**src/hw/rtl/tsfp_pkg.sv**
```systemverilog
// ============================================================================
// tsfp_pkg: shared types and constants of the tracker serial frame parser
// Holds the parse phases, result codes, the event record that the parser
// front end hands to the frame arithmetic back end, and queue sizing.
// ============================================================================
package tsfp_pkg;

    // Frame layout: x word, y word, counter word.
    localparam int unsigned WORDS_PER_FRAME = 3;
    localparam logic [1:0]  LAST_WORD       = 2'(WORDS_PER_FRAME - 1);

    localparam logic [7:0]  HDR_BYTE = 8'h44;
    localparam logic [15:0] HDR_WORD = 16'h4444;

    // Signed division by ten: q = (w * 26215) >>> 18, plus one when w < 0.
    localparam logic signed [16:0] DIV_MAGIC = 17'sd26215;
    localparam int unsigned        DIV_SHIFT = 18;
    localparam int unsigned        PROD_W    = 33;
    // Quotient and frame step width: the quotient stays within +/-3277.
    localparam int unsigned        QW        = 14;

    // The frame number advances in steps of sixteen counter codes.
    localparam int unsigned FRAME_LO_W = 4;
    localparam int unsigned FRAME_STEP = 16;

    // Stream widths.
    localparam int unsigned IN_TDATA_W  = 8;
    localparam int unsigned OUT_TDATA_W = 192;

    // Event queue between parser and arithmetic.
    localparam int unsigned QUEUE_DEPTH = 4;
    localparam int unsigned QPTR_W      = $clog2(QUEUE_DEPTH);
    localparam int unsigned QCNT_W      = $clog2(QUEUE_DEPTH + 1);

    typedef enum logic [1:0] {
        PH_HUNT1 = 2'd0,
        PH_HUNT2 = 2'd1,
        PH_DATA  = 2'd2
    } phase_t;

    typedef enum logic [1:0] {
        ST_OK       = 2'd0,
        ST_TIMEOUT  = 2'd1,
        ST_HDR_WORD = 2'd2
    } status_t;

    typedef struct packed {
        status_t     status;
        logic [15:0] x;
        logic [15:0] y;
        logic [15:0] cnt;
    } event_t;

    typedef struct packed {
        logic full;
        logic empty;
    } qstat_t;

endpackage

```
**src/hw/rtl/tsfp_front.sv**
```systemverilog
// ============================================================================
// tsfp_front: byte parser
// Hunts for the two header bytes, assembles little-endian data words and
// pushes one event per finished or aborted frame.
// ============================================================================
module tsfp_front (
    input  logic              clk,
    input  logic              rst_n,
    input  logic              in_take,
    input  logic              in_op,
    input  logic [7:0]        in_byte,
    output logic              push,
    output tsfp_pkg::event_t  ev
);

    tsfp_pkg::phase_t phase_reg, phase_next;
    logic [2:0]       idx_reg, idx_next;
    logic [7:0]       low_reg, low_next;
    logic [15:0]      wx_reg, wx_next;
    logic [15:0]      wy_reg, wy_next;

    logic        hdr;
    logic [15:0] word;
    logic [1:0]  widx;

    assign hdr  = !in_op && (in_byte == tsfp_pkg::HDR_BYTE);
    assign word = {in_byte, low_reg};
    assign widx = idx_reg[2:1];

    // Next state.
    always_comb
    begin
        phase_next = phase_reg;
        idx_next   = idx_reg;
        low_next   = low_reg;
        wx_next    = wx_reg;
        wy_next    = wy_reg;
        if (in_take)
        begin
            case (phase_reg)
                tsfp_pkg::PH_HUNT2:
                begin
                    phase_next = hdr ? tsfp_pkg::PH_DATA : tsfp_pkg::PH_HUNT1;
                    idx_next   = '0;
                end
                tsfp_pkg::PH_DATA:
                begin
                    if (in_op)
                    begin
                        phase_next = tsfp_pkg::PH_HUNT1;
                        idx_next   = '0;
                    end
                    else if (!idx_reg[0])
                    begin
                        low_next = in_byte;
                        idx_next = idx_reg + 3'd1;
                    end
                    else if (word == tsfp_pkg::HDR_WORD || widx == tsfp_pkg::LAST_WORD)
                    begin
                        phase_next = tsfp_pkg::PH_HUNT1;
                        idx_next   = '0;
                    end
                    else
                    begin
                        if (widx[0])
                        begin
                            wy_next = word;
                        end
                        else
                        begin
                            wx_next = word;
                        end
                        idx_next = idx_reg + 3'd1;
                    end
                end
                default:
                begin
                    // The unused phase code hunts like the first header phase.
                    phase_next = hdr ? tsfp_pkg::PH_HUNT2 : tsfp_pkg::PH_HUNT1;
                end
            endcase
        end
    end

    // Outputs: an event for a good frame or for an aborted one.
    always_comb
    begin
        push      = 1'b0;
        ev.status = tsfp_pkg::ST_OK;
        ev.x      = wx_reg;
        ev.y      = wy_reg;
        ev.cnt    = word;
        case (phase_reg)
            tsfp_pkg::PH_DATA:
            begin
                if (in_take && in_op)
                begin
                    push      = 1'b1;
                    ev.status = tsfp_pkg::ST_TIMEOUT;
                    ev.x      = '0;
                    ev.y      = '0;
                end
                else if (in_take && idx_reg[0])
                begin
                    if (word == tsfp_pkg::HDR_WORD)
                    begin
                        push      = 1'b1;
                        ev.status = tsfp_pkg::ST_HDR_WORD;
                        ev.x      = '0;
                        ev.y      = '0;
                    end
                    else if (widx == tsfp_pkg::LAST_WORD)
                    begin
                        push = 1'b1;
                    end
                end
            end
            default:
            begin
                push = 1'b0;
            end
        endcase
    end

    always_ff @(posedge clk or negedge rst_n)
    begin
        if (!rst_n)
        begin
            phase_reg <= tsfp_pkg::PH_HUNT1;
            idx_reg   <= '0;
        end
        else
        begin
            phase_reg <= phase_next;
            idx_reg   <= idx_next;
        end
    end

    // Word holds are always written before a good frame reads them.
    always_ff @(posedge clk)
    begin
        low_reg <= low_next;
        wx_reg  <= wx_next;
        wy_reg  <= wy_next;
    end

endmodule

```
**src/hw/rtl/tsfp_queue.sv**
```systemverilog
// ============================================================================
// tsfp_queue: event queue
// Small first-in first-out buffer that decouples the parser from the
// frame arithmetic and the output handshake.
// ============================================================================
module tsfp_queue (
    input  logic              clk,
    input  logic              rst_n,
    input  logic              push,
    input  tsfp_pkg::event_t  ev_in,
    input  logic              pop,
    output tsfp_pkg::event_t  ev_out,
    output tsfp_pkg::qstat_t  stat
);

    tsfp_pkg::event_t                 slot_reg [tsfp_pkg::QUEUE_DEPTH];
    logic [tsfp_pkg::QPTR_W-1:0]      wr_reg, wr_next;
    logic [tsfp_pkg::QPTR_W-1:0]      rd_reg, rd_next;
    logic [tsfp_pkg::QCNT_W-1:0]      cnt_reg, cnt_next;

    assign stat.full  = (cnt_reg == tsfp_pkg::QCNT_W'(tsfp_pkg::QUEUE_DEPTH));
    assign stat.empty = (cnt_reg == '0);
    assign ev_out     = slot_reg[rd_reg];

    always_comb
    begin
        wr_next  = push ? wr_reg + tsfp_pkg::QPTR_W'(1) : wr_reg;
        rd_next  = pop ? rd_reg + tsfp_pkg::QPTR_W'(1) : rd_reg;
        cnt_next = cnt_reg;
        if (push && !pop)
        begin
            cnt_next = cnt_reg + tsfp_pkg::QCNT_W'(1);
        end
        else if (pop && !push)
        begin
            cnt_next = cnt_reg - tsfp_pkg::QCNT_W'(1);
        end
    end

    always_ff @(posedge clk or negedge rst_n)
    begin
        if (!rst_n)
        begin
            wr_reg  <= '0;
            rd_reg  <= '0;
            cnt_reg <= '0;
        end
        else
        begin
            wr_reg  <= wr_next;
            rd_reg  <= rd_next;
            cnt_reg <= cnt_next;
        end
    end

    always_ff @(posedge clk)
    begin
        if (push)
        begin
            slot_reg[wr_reg] <= ev_in;
        end
    end

endmodule

```
**src/hw/rtl/tsfp_back.sv**
```systemverilog
// ============================================================================
// tsfp_back: frame arithmetic
// Three stages: divide the counter word by ten, extend the frame number,
// then update the running counters and hold the result for the output.
// ============================================================================
module tsfp_back (
    input  logic                clk,
    input  logic                rst_n,
    input  tsfp_pkg::qstat_t    qstat,
    input  tsfp_pkg::event_t    ev_in,
    output logic                pop,
    input  logic                out_ready,
    output logic                out_valid,
    output tsfp_pkg::status_t   status,
    output logic [15:0]         raw_x,
    output logic [15:0]         raw_y,
    output logic [31:0]         frame_number,
    output logic [31:0]         missed_now,
    output logic [31:0]         miss_events,
    output logic [31:0]         missed_total,
    output logic [31:0]         frames_read
);

    function automatic logic [31:0] sext_q(input logic [tsfp_pkg::QW-1:0] v);
        return {{(32 - tsfp_pkg::QW){v[tsfp_pkg::QW-1]}}, v};
    endfunction

    logic go;

    // Divide stage.
    logic                                m_valid_reg, m_valid_next;
    tsfp_pkg::event_t                    m_ev_reg;
    logic signed [tsfp_pkg::PROD_W-1:0]  m_prod_reg, prod;

    // Frame stage.
    logic                     f_valid_reg, f_valid_next;
    tsfp_pkg::status_t        f_status_reg;
    logic [15:0]              f_x_reg, f_y_reg;
    logic [31:0]              f_frame_reg, f_missed_reg;
    logic                     f_miss_reg;

    // Output stage.
    logic                     out_valid_reg, out_valid_next;
    tsfp_pkg::status_t        out_status_reg;
    logic [15:0]              out_x_reg, out_y_reg;
    logic [31:0]              out_frame_reg, out_missed_reg;

    // Running state.
    logic [31:0] prev_reg, prev_next;
    logic [31:0] events_reg, events_next;
    logic [31:0] total_reg, total_next;
    logic [31:0] frames_reg, frames_next;

    logic [tsfp_pkg::QW-1:0] q, d0, d1, dsel;
    logic [31:0]             fa, fb, frame_new, missed_new;
    logic                    less, m_ok, load_ok;

    assign go  = !out_valid_reg || out_ready;
    assign pop = go && !qstat.empty;

    assign prod = $signed(ev_in.cnt) * tsfp_pkg::DIV_MAGIC;

    // The frame number is prev with its low bits replaced by the quotient,
    // which is prev plus the narrow difference d0; a step back wraps forward
    // by sixteen.
    always_comb
    begin
        q    = m_prod_reg[tsfp_pkg::DIV_SHIFT +: tsfp_pkg::QW]
             + tsfp_pkg::QW'(m_prod_reg[tsfp_pkg::PROD_W-1]);
        d0   = q - tsfp_pkg::QW'(prev_reg[tsfp_pkg::FRAME_LO_W-1:0]);
        d1   = d0 + tsfp_pkg::QW'(tsfp_pkg::FRAME_STEP);
        fa   = prev_reg + sext_q(d0);
        fb   = prev_reg + sext_q(d1);
        less = $signed(fa) < $signed(prev_reg);
        dsel = less ? d1 : d0;
        frame_new  = less ? fb : fa;
        missed_new = (dsel == '0) ? 32'd0 : sext_q(dsel - tsfp_pkg::QW'(1));
        m_ok       = (m_ev_reg.status == tsfp_pkg::ST_OK);
    end

    always_comb
    begin
        m_valid_next   = go ? !qstat.empty : m_valid_reg;
        f_valid_next   = go ? m_valid_reg : f_valid_reg;
        out_valid_next = go ? f_valid_reg : out_valid_reg;
        prev_next      = (go && m_valid_reg && m_ok) ? frame_new : prev_reg;
        load_ok        = go && f_valid_reg && (f_status_reg == tsfp_pkg::ST_OK);
        frames_next    = load_ok ? frames_reg + 32'd1 : frames_reg;
        events_next    = (load_ok && f_miss_reg) ? events_reg + 32'd1 : events_reg;
        total_next     = (load_ok && f_miss_reg) ? total_reg + f_missed_reg : total_reg;
    end

    always_ff @(posedge clk or negedge rst_n)
    begin
        if (!rst_n)
        begin
            m_valid_reg   <= 1'b0;
            f_valid_reg   <= 1'b0;
            out_valid_reg <= 1'b0;
            prev_reg      <= '0;
            events_reg    <= '0;
            total_reg     <= '0;
            frames_reg    <= '0;
        end
        else
        begin
            m_valid_reg   <= m_valid_next;
            f_valid_reg   <= f_valid_next;
            out_valid_reg <= out_valid_next;
            prev_reg      <= prev_next;
            events_reg    <= events_next;
            total_reg     <= total_next;
            frames_reg    <= frames_next;
        end
    end

    always_ff @(posedge clk)
    begin
        if (go)
        begin
            m_ev_reg       <= ev_in;
            m_prod_reg     <= prod;
            f_status_reg   <= m_ev_reg.status;
            f_x_reg        <= m_ev_reg.x;
            f_y_reg        <= m_ev_reg.y;
            f_frame_reg    <= m_ok ? frame_new : prev_reg;
            f_missed_reg   <= m_ok ? missed_new : 32'd0;
            f_miss_reg     <= m_ok && (dsel != '0) && (dsel != tsfp_pkg::QW'(1));
            out_status_reg <= f_status_reg;
            out_x_reg      <= f_x_reg;
            out_y_reg      <= f_y_reg;
            out_frame_reg  <= f_frame_reg;
            out_missed_reg <= f_missed_reg;
        end
    end

    // Counters change only when a result loads, so they match the held result.
    assign out_valid    = out_valid_reg;
    assign status       = out_status_reg;
    assign raw_x        = out_x_reg;
    assign raw_y        = out_y_reg;
    assign frame_number = out_frame_reg;
    assign missed_now   = out_missed_reg;
    assign miss_events  = events_reg;
    assign missed_total = total_reg;
    assign frames_read  = frames_reg;

endmodule

```
**src/hw/rtl/tracker_serial_frame_parser_unit.sv**
```systemverilog
// ============================================================================
// tracker_serial_frame_parser_unit: tracker serial frame parser
// Turns a stream of serial bytes and read timeouts into tracker frame
// results with an extended frame number and missed-frame statistics.
// ============================================================================
//
// Channel   Direction  tuser            tdata (lowest bit first)
// s_axis    in         operation[0]     rx_byte[7:0]
// m_axis    out        status[1:0]      raw_x, raw_y, frame_number, missed_now,
//                                       miss_events, missed_total, frames_read
//
// The block takes one request per clock cycle while the queue has room; the
// byte parser decides on each byte in the same cycle that it is taken. Each
// frame or error event then passes through a four-entry queue and a
// three-stage arithmetic pipeline before its result is shown. Reset clears
// the parser, the queue and all counters at once; there is no clearing pass.
// When the output is stalled the arithmetic holds and events collect in the
// queue; s_axis_tready falls only when the queue is full.
//
module tracker_serial_frame_parser_unit (
    input  logic                                  clk,
    input  logic                                  rst_n,
    input  logic                                  s_axis_tvalid,
    output logic                                  s_axis_tready,
    // rx_byte[7:0]
    input  logic [tsfp_pkg::IN_TDATA_W-1:0]       s_axis_tdata,
    // operation[0]
    input  logic [0:0]                            s_axis_tuser,
    output logic                                  m_axis_tvalid,
    input  logic                                  m_axis_tready,
    // raw_x[15:0], raw_y[31:16], frame_number[63:32], missed_now[95:64],
    // miss_events[127:96], missed_total[159:128], frames_read[191:160]
    output logic [tsfp_pkg::OUT_TDATA_W-1:0]      m_axis_tdata,
    // status[1:0]
    output logic [1:0]                            m_axis_tuser
);

    logic              s_take;
    logic              q_push;
    logic              q_pop;
    tsfp_pkg::event_t  ev_front;
    tsfp_pkg::event_t  ev_queue;
    tsfp_pkg::qstat_t  q_stat;
    tsfp_pkg::status_t res_status;
    logic [15:0]       res_x, res_y;
    logic [31:0]       res_frame, res_missed, res_events, res_total, res_frames;

    // A request is taken whenever the queue has room, whether or not the
    // byte finishes a frame.
    assign s_axis_tready = !q_stat.full;
    assign s_take        = s_axis_tvalid && s_axis_tready;

    tsfp_front u_front (
        .clk     (clk),
        .rst_n   (rst_n),
        .in_take (s_take),
        .in_op   (s_axis_tuser[0]),
        .in_byte (s_axis_tdata),
        .push    (q_push),
        .ev      (ev_front)
    );

    tsfp_queue u_queue (
        .clk    (clk),
        .rst_n  (rst_n),
        .push   (q_push),
        .ev_in  (ev_front),
        .pop    (q_pop),
        .ev_out (ev_queue),
        .stat   (q_stat)
    );

    tsfp_back u_back (
        .clk          (clk),
        .rst_n        (rst_n),
        .qstat        (q_stat),
        .ev_in        (ev_queue),
        .pop          (q_pop),
        .out_ready    (m_axis_tready),
        .out_valid    (m_axis_tvalid),
        .status       (res_status),
        .raw_x        (res_x),
        .raw_y        (res_y),
        .frame_number (res_frame),
        .missed_now   (res_missed),
        .miss_events  (res_events),
        .missed_total (res_total),
        .frames_read  (res_frames)
    );

    assign m_axis_tuser = res_status;
    assign m_axis_tdata = {res_frames, res_total, res_events, res_missed,
                           res_frame, res_y, res_x};

`ifndef SYNTHESIS
    // The parser pushes only for a taken request, which needs queue room.
    assert property (@(posedge clk) disable iff (!rst_n)
        !(q_push && q_stat.full))
        else $error("event pushed into a full queue");

    // The arithmetic never pulls from an empty queue.
    assert property (@(posedge clk) disable iff (!rst_n)
        !(q_pop && q_stat.empty))
        else $error("event popped from an empty queue");

    // An error result carries zero words and no missed frames.
    assert property (@(posedge clk) disable iff (!rst_n)
        (m_axis_tvalid && m_axis_tuser != tsfp_pkg::ST_OK) |->
        (m_axis_tdata[31:0] == 32'd0 && m_axis_tdata[95:64] == 32'd0))
        else $error("error result with nonzero data fields");

    // A stalled result stays offered and unchanged until it is taken.
    assert property (@(posedge clk) disable iff (!rst_n)
        (m_axis_tvalid && !m_axis_tready) |=>
        (m_axis_tvalid && $stable(m_axis_tdata) && $stable(m_axis_tuser)))
        else $error("result changed while stalled");
`endif

endmodule
```
**config.mk**
```make
export PLATFORM = sky130hd
export DESIGN_NAME = tracker_serial_frame_parser_unit
export DESIGN_NICKNAME = d
export VERILOG_FILES = /design/src/hw/rtl/tsfp_pkg.sv /design/src/hw/rtl/tsfp_front.sv /design/src/hw/rtl/tsfp_queue.sv /design/src/hw/rtl/tsfp_back.sv /design/src/hw/rtl/tracker_serial_frame_parser_unit.sv
export SDC_FILE = /design/constraint.sdc
export NUM_CORES = 1
export LEC_CHECK = 0
export ABC_AREA = 0
export BUFFER_PORTS_ARGS = -buffer_cell sky130_fd_sc_hd__buf_2
export CAP_MARGIN = 40
export CORE_MARGIN = 2
export CORE_UTILIZATION = 35
export CTS_CLUSTER_SIZE = 14
export DETAILED_ROUTE_END_ITERATION = 10
export GPL_ROUTABILITY_DRIVEN = 0
export PLACE_DENSITY = 0.51
export SYNTH_ARGS = -nofsm -noshare
export SYNTH_HDL_FRONTEND = slang
export SYNTH_HIERARCHICAL = 1
export SYNTH_SLANG_ARGS = --single-unit
```
**constraint.sdc**
```tcl
create_clock -name clk -period 11.5 [get_ports clk]
set_input_delay 1.725 -clock clk [delete_from_list [all_inputs] [get_ports clk]]
set_output_delay 1.725 -clock clk [all_outputs]
set_load 0.02 [all_outputs]
```
==> Yosys cells after proc, flatten, opt, wreduce, memory -nomap -nowiden <==
Memory sizes are Yosys's and may differ from the RTL's.
Index checks and enable logic that the tools add are counted.
{ "word_totals": {"regBits": 411, "ramBits": 200, "inputBits": 13, "memories": 1} }
{ "mem_list": {"columns": ["name", "depth", "word_bits", "read_ports", "rd_ports_with_merged_regs", "wr", "line", "rtl"], "rows": [
  ["u_queue.slot_reg", 4, 50, 1, 0, 1, "tsfp_queue.sv:16", "tsfp_pkg::event_t slot_reg [tsfp_pkg::QUEUE_DEPTH];"]
]} }
{ "op_classes": {"n_addsub": 14, "multipliers": 1, "magnitude_cmp": 1, "eq_ne": 9, "muxes": 26, "n_bitwise": 5, "reduce_logical": 35} }
{ "op_table": {"columns": ["operator", "n"], "rows": [
  ["2-to-1 mux 34 bit", 4],
  ["adder 32 bit", 3],
  ["adder 32 x 1 -> 32 bit, second input constant", 2],
  ["2-to-1 mux 32 bit", 2],
  ["less-than comparator 32 bit", 1],
  ["multiplier 16 x 16 -> 32 bit, second input constant", 1],
  ["equality test 16 x 15 -> 1 bit, second input constant", 1],
  ["2-to-1 mux 3 bit", 5],
  ["adder 14 x 1 -> 14 bit", 1],
  ["adder 14 x 5 -> 14 bit, second input constant", 1],
  ["logical AND 1 bit", 14],
  ["zero test 14 bit", 1],
  ["2-to-1 mux 14 bit", 1],
  ["inequality test 14 x 1 -> 1 bit, second input constant", 1],
  ["nonzero test 14 bit", 1],
  ["subtractor 14 x 1 -> 14 bit, second input constant", 1],
  ["subtractor 14 x 4 -> 14 bit", 1],
  ["AND reduction 6 bit", 2],
  ["equality test 8 x 7 -> 1 bit, second input constant", 1],
  ["2-to-1 mux 1 bit", 8],
  ["2-to-1 mux 2 bit", 4],
  ["adder 3 x 1 -> 3 bit, second input constant", 2],
  ["zero test 1 bit", 6],
  ["inequality test 3 x 2 -> 1 bit, second input constant", 2],
  ["16 further kinds", 25]
]} }

==> Logic depth before layout (Yosys ltp) <==
{ "depth": {"depth_word": 11, "ltp_mapped": 35, "ltp_nobuf": 32} }

==> By module <==
Netlist, hierarchy kept.
{ "by_module_without_submodules": {"columns": ["mod", "instances", "cells_each", "area_per_inst_um2", "seq_area_each_um2"], "rows": [
  ["tsfp_back", 1, 2300, 23829.1, 9554.2],
  ["tsfp_queue", 1, 296, 7669.9, 6180.9],
  ["tsfp_front", 1, 134, 1944.4, 1326.3],
  ["tracker_serial_frame_parser_unit", 1, 2, 10.0, 0.0]
]} }

==> Least setup slack after synthesis <==
Ideal clock, no wire load.
{ "synth_path": {"kind": "register to register", "start": "register u_back.prev_reg[1]", "end": "register u_back.f_missed_reg[11], data pin", "setup_ns": 0.255, "arrival_ns": 8.121, "setup_slack_ns": 3.124, "stages_incl_launch_ff": 35, "cell_sequence": "dfrtp_1 > inv_1 > ha_1 > ha_1 > a211oi_2 > o31ai_1 > a21oi_1 > o21bai_1 > a2111oi_0 > o21ai_0 > nand2_1 > clkbuf_1 > ha_1 > inv_1 > o31ai_1 > o21ai_0 > a2111oi_0 > a2111oi_0 > o31ai_1 > a21o_1 > a21oi_1 > xor2_1 > ha_1 > nor4b_1 > nand3_1 > o21a_1 > a2111oi_0 > o31ai_1 > and2_1 > clkbuf_1 > o32ai_4 > nand3_2 > o31ai_4 > buf_6 > nor2_1"} }
{ "synth_between": {"elab_chain_cells": 6, "elab_cells_between_ends": 8} }
{ "synth_rtl": {"columns": ["element", "line", "rtl"], "rows": [
  ["from (decl)", "tsfp_back.sv:49", "logic [31:0] prev_reg, prev_next;"],
  ["from (signal assigned)", "tsfp_back.sv:110", "prev_reg <= prev_next;"],
  ["subtractor 14 x 4 -> 14 bit", "tsfp_back.sv:70", "d0 = q - tsfp_pkg::QW'(prev_reg[tsfp_pkg::FRAME_LO_W-1:0]);"],
  ["adder 32 bit", "tsfp_back.sv:72", "fa = prev_reg + sext_q(d0);"],
  ["less-than comparator 32 bit", "tsfp_back.sv:74", "less = $signed(fa) < $signed(prev_reg);"],
  ["2-to-1 mux 14 bit *", "tsfp_back.sv:75", "dsel = less ? d1 : d0;"],
  ["branches (longest 2 deep; another with subtractor 14 x 1 -> 14 bit)", null, null],
  ["to (signal assigned)", "tsfp_back.sv:127", "f_missed_reg <= m_ok ? missed_new : 32'd0;"],
  ["to (decl)", "tsfp_back.sv:39", "logic [31:0] f_frame_reg, f_missed_reg;"]
]} }
Mark *: on every way between the ends.
A chain may end at the register's enable or synchronous reset.

==> Worst setup path after layout <==
{ "layout_path": {"start": "register u_back.prev_reg[1]", "end": "register u_back.f_missed_reg[5], data pin"} }
The elaborated chain is that of the path after synthesis.

==> metrics.md <==
| Metric | Value |
|---|---|
| Synth Net Count | 3100 |
| Flip-flop and latch count after synthesis | 592 |
| Worst Skew | approximately 0.051 ns |
| H-tree depth | 3 |
| Grt total ovfl | 0 |
| Period utilization | 85.8% |
| HPWL after DPL | 56000 um |
| Number of synthesized flops with an enable pin | roughly 450 |
| Setup CP Type | flop to flop |
| Initial Util | a little over a third |
| Post-synthesis sequential area ratio | 51.0% |
| Period minus WS final | 9.87 ns |
| Routed WL | about 77000 um |
| Max cap viols | 0 |
| Initial drt markers | ~1400 |
| Setup violators final | 0 |
| Max FFs per register | 200 |
| Critical Path RT | 11.79 ns |
| Pre-CTS setup slack | about 1.6 ns |
| CTS max path bufs | 3 |
| Share of layout cells above drive strength 1 | 14.7% |
| Worst-Skew Late Latency | approximately 0.64 ns |
| Fmax | around 100 MHz |
| Fillers | 8917 |
| Global-route wire length before repair | approximately 120000 um |
| Largest family of logic cells by synthesized area | adder cells |
| Clk Tree Root Cell | clkbuf_16 |
| CTS resizes | 0 |
| DRC | 0 |
| Worst slew pin tran | 0.891 ns |
| Initial antenna violation count | 0 |
| Slowest-stage cell, CP | a2111oi_0 |
| Synth Instances | 2732 |
| Largest net degree at the start of global routing | 92 |
| Synth cell types | 94 |
| Die span in x | 313 um |
| Via count | 21300 |
| Layout Nets | 3322 |
| Post-synth ARST share | 24.2% |
| RSZ-0062 raised after global routing | false |
| Drt pass-1 iters | 5 |
| Setup ws final | 1.63 ns |
| Relative slew slack | 40.5% |
| IO Pins | 209 |
| N_diodes | 0 |
| Worst-path clk slew | 0.06 ns |
| CTS tree | built |
| Vias in the first global route | approximately 22000 |
| Antenna Nets Post-Route | 0 |
| Post-Synthesis Cell Area | 33500 sq um |
| Setup TNS | 0 ns |
| Core region area | 94900 sq um |
| Post-synthesis adder-cell area fraction | 15.6% |
| GR Util All Layers | 15.8% |
| Fin. max-slew vios | 0 |
| Post-synthesis simple-gate area fraction | 9.71% |
| Synth warnings | 6 |
| CTS Buf Count | 68 |
| Setup crit end kind | flop |
| Xor and xnor area share after synthesis | under 10% |
| Wirelength per Cell | ~18 um |
| Hold crit path type | flop to flop |
| Ys flop type | edfxtp_1 |
| Max incr delay on CP | a little over 0.9 ns |
| Die Y | 313 um |
| Mux cell area share after synthesis | 3.86% |
| Synth Area per Inst | 12.2 sq um |
| Synth Area in Compound Gates | a little under a tenth |
| Clock Sinks | 592 |
| CTS Hold Bufs | 0 |
| Critical Path AT | 10.15 ns |
| Port bufs | 208 |
| Hold Vio Cnt, Final | 0 |
| Crit path launch type | flop |
| Area grow syn2layout | 14.4% |
| DR vias/cell | 4.98 |
| Status | finished clean |
| CP max FO | 23 |
| Postcts setup bufs | 0 |
| Die area | 98100 sq um |
| FP Rows | 113 |
==> through the flow <==
stage	util (%)	hold WS, ns	instances	cell area, sq um
CTS	40.3	0.403	4273	38300
global route	40.3	0.414	4273	38300
finish	40.3	0.409	4273	38300
detailed placement	37.9	0.405	4149	36000
floorplan	-	0.400	2732	33500
global placement	37.7	0.401	4139	35800
==> cells in the final DEF, fill, tap and decap left out, types with 11 or more instances in the layout <==
| master | synthesis | routed |
|---|---|---|
| nand4_1 | 29 | 29 |
| buf_2 | 11 | 207 |
| nor3_1 | 39 | 37 |
| nand2_1 | 224 | 224 |
| and2_1 | 47 | 43 |
| edfxtp_1 | 449 | 449 |
| buf_4 | 26 | 22 |
| clkbuf_16 | 0 | 68 |
| and3_1 | 28 | 28 |
| ha_1 | 252 | 252 |
| o211ai_1 | 13 | 13 |
| o21bai_1 | 13 | 13 |
| a2111oi_0 | 12 | 12 |
| nor2_1 | 129 | 129 |
| clkinv_2 | 0 | 13 |
| nand2b_1 | 17 | 17 |
| inv_1 | 275 | 274 |
| xnor2_1 | 130 | 130 |
| o21a_1 | 16 | 16 |
| clkinv_1 | 0 | 11 |
| dfrtp_1 | 143 | 141 |
| nand3_1 | 57 | 56 |
| clkbuf_1 | 41 | 15 |
| mux4_2 | 48 | 48 |
| a21o_1 | 59 | 59 |
| fa_1 | 103 | 103 |
| a211oi_1 | 23 | 23 |
| o21ai_0 | 143 | 143 |
| a21oi_1 | 113 | 113 |
| nor2b_1 | 18 | 18 |
| a31oi_1 | 13 | 13 |
| xor2_1 | 82 | 82 |
==> cells in the mapped netlist (16+ instances only) <==
master / instances / area, sq um
nand2_1: 224 / 841
nor3_1: 39 / 195
and3_1: 28 / 175
nor2b_1: 18 / 113
dfrtp_1: 143 / 3580
xor2_1: 82 / 718
inv_1: 275 / 1030
o21a_1: 16 / 120
xnor2_1: 130 / 1140
nand3_1: 57 / 285
a21o_1: 59 / 443
buf_4: 26 / 195
edfxtp_1: 449 / 13500
a211oi_1: 23 / 173
nor2_1: 129 / 484
clkbuf_1: 41 / 154
nand2b_1: 17 / 106
a21oi_1: 113 / 566
o21ai_0: 143 / 716
fa_1: 103 / 2060
nand4_1: 29 / 181
and2_1: 47 / 294
ha_1: 252 / 3150
mux4_2: 48 / 1080
==> final timing paths <==
| path | from | cells past startpoint | slack, ns | endpoint |
|---|---|---|---|---|
| max in group asynchronous | rst_n | 3 | 9.20 | u_queue/rd_reg[0] |
| hold / removal | u_back/m_ev_reg[23] | 0 | 0.41 | u_back/f_y_reg[7] |
| min in group asynchronous | rst_n | 1 | 1.19 | u_back/miss_events[18] |
| hold reg to reg | u_back/m_ev_reg[23] | 0 | 0.41 | u_back/f_y_reg[7] |
| setup reg to reg | u_back/prev_reg[1] | 32 | 1.63 | u_back/f_missed_reg[5] |
| setup / recovery | u_back/prev_reg[1] | 32 | 1.63 | u_back/f_missed_reg[5] |
==> area by class of cell <==
class / count / area (sq um) / share of cell area, %
inverters: 276 / 1040 / 2.73
multi-input cells: 1777 / 14900 / 38.8
well taps: 1265 / 1580 / 4.14
clock inverters: 41 / 527 / 1.38
clock buffers: 83 / 1760 / 4.59
repair buffers: 239 / 1430 / 3.72
flip-flops and latches: 592 / 17100 / 44.6
==> kinds of logic (layout without fill, tap and decap cells) <==
kind of cell,count (synthesis),after routing
compound gates,489,489
buf+inv,363,639
xor+xnor,215,215
mux,65,65
simple gates,653,653
fa+ha+maj,355,355
flops,592,592
==> worst max-delay path, delay by kind of cell, from the launching register on <==
| kind | cells | cell delay (ns) |
|---|---|---|
| AOI/OAI and AO/OA | 18 | 5.59 |
| and+or+nand+nor | 7 | 1.72 |
| adders and majority gates | 4 | 1.36 |
| DFF | 1 | 0.39 |
| buffers and inverters | 2 | 0.27 |
| xor gates and xnor gates | 1 | 0.19 |
==> layer usage <==
layer  part of all wire [%]  wire [um]  GRT usage, %  vias to the layer above
met5                      0          0             0                        -
met4                    2.4       1860          4.69                        0
met3                    4.2       3240          2.34                      117
met2                     48      37000          26.5                      465
met1                     45      35100          21.3                    10500
li1                       -          -             -                    10200
Power is left out: the tool's default activity adds up to more than one toggle a clock period on the data nets, which glitch-free logic cannot reach.
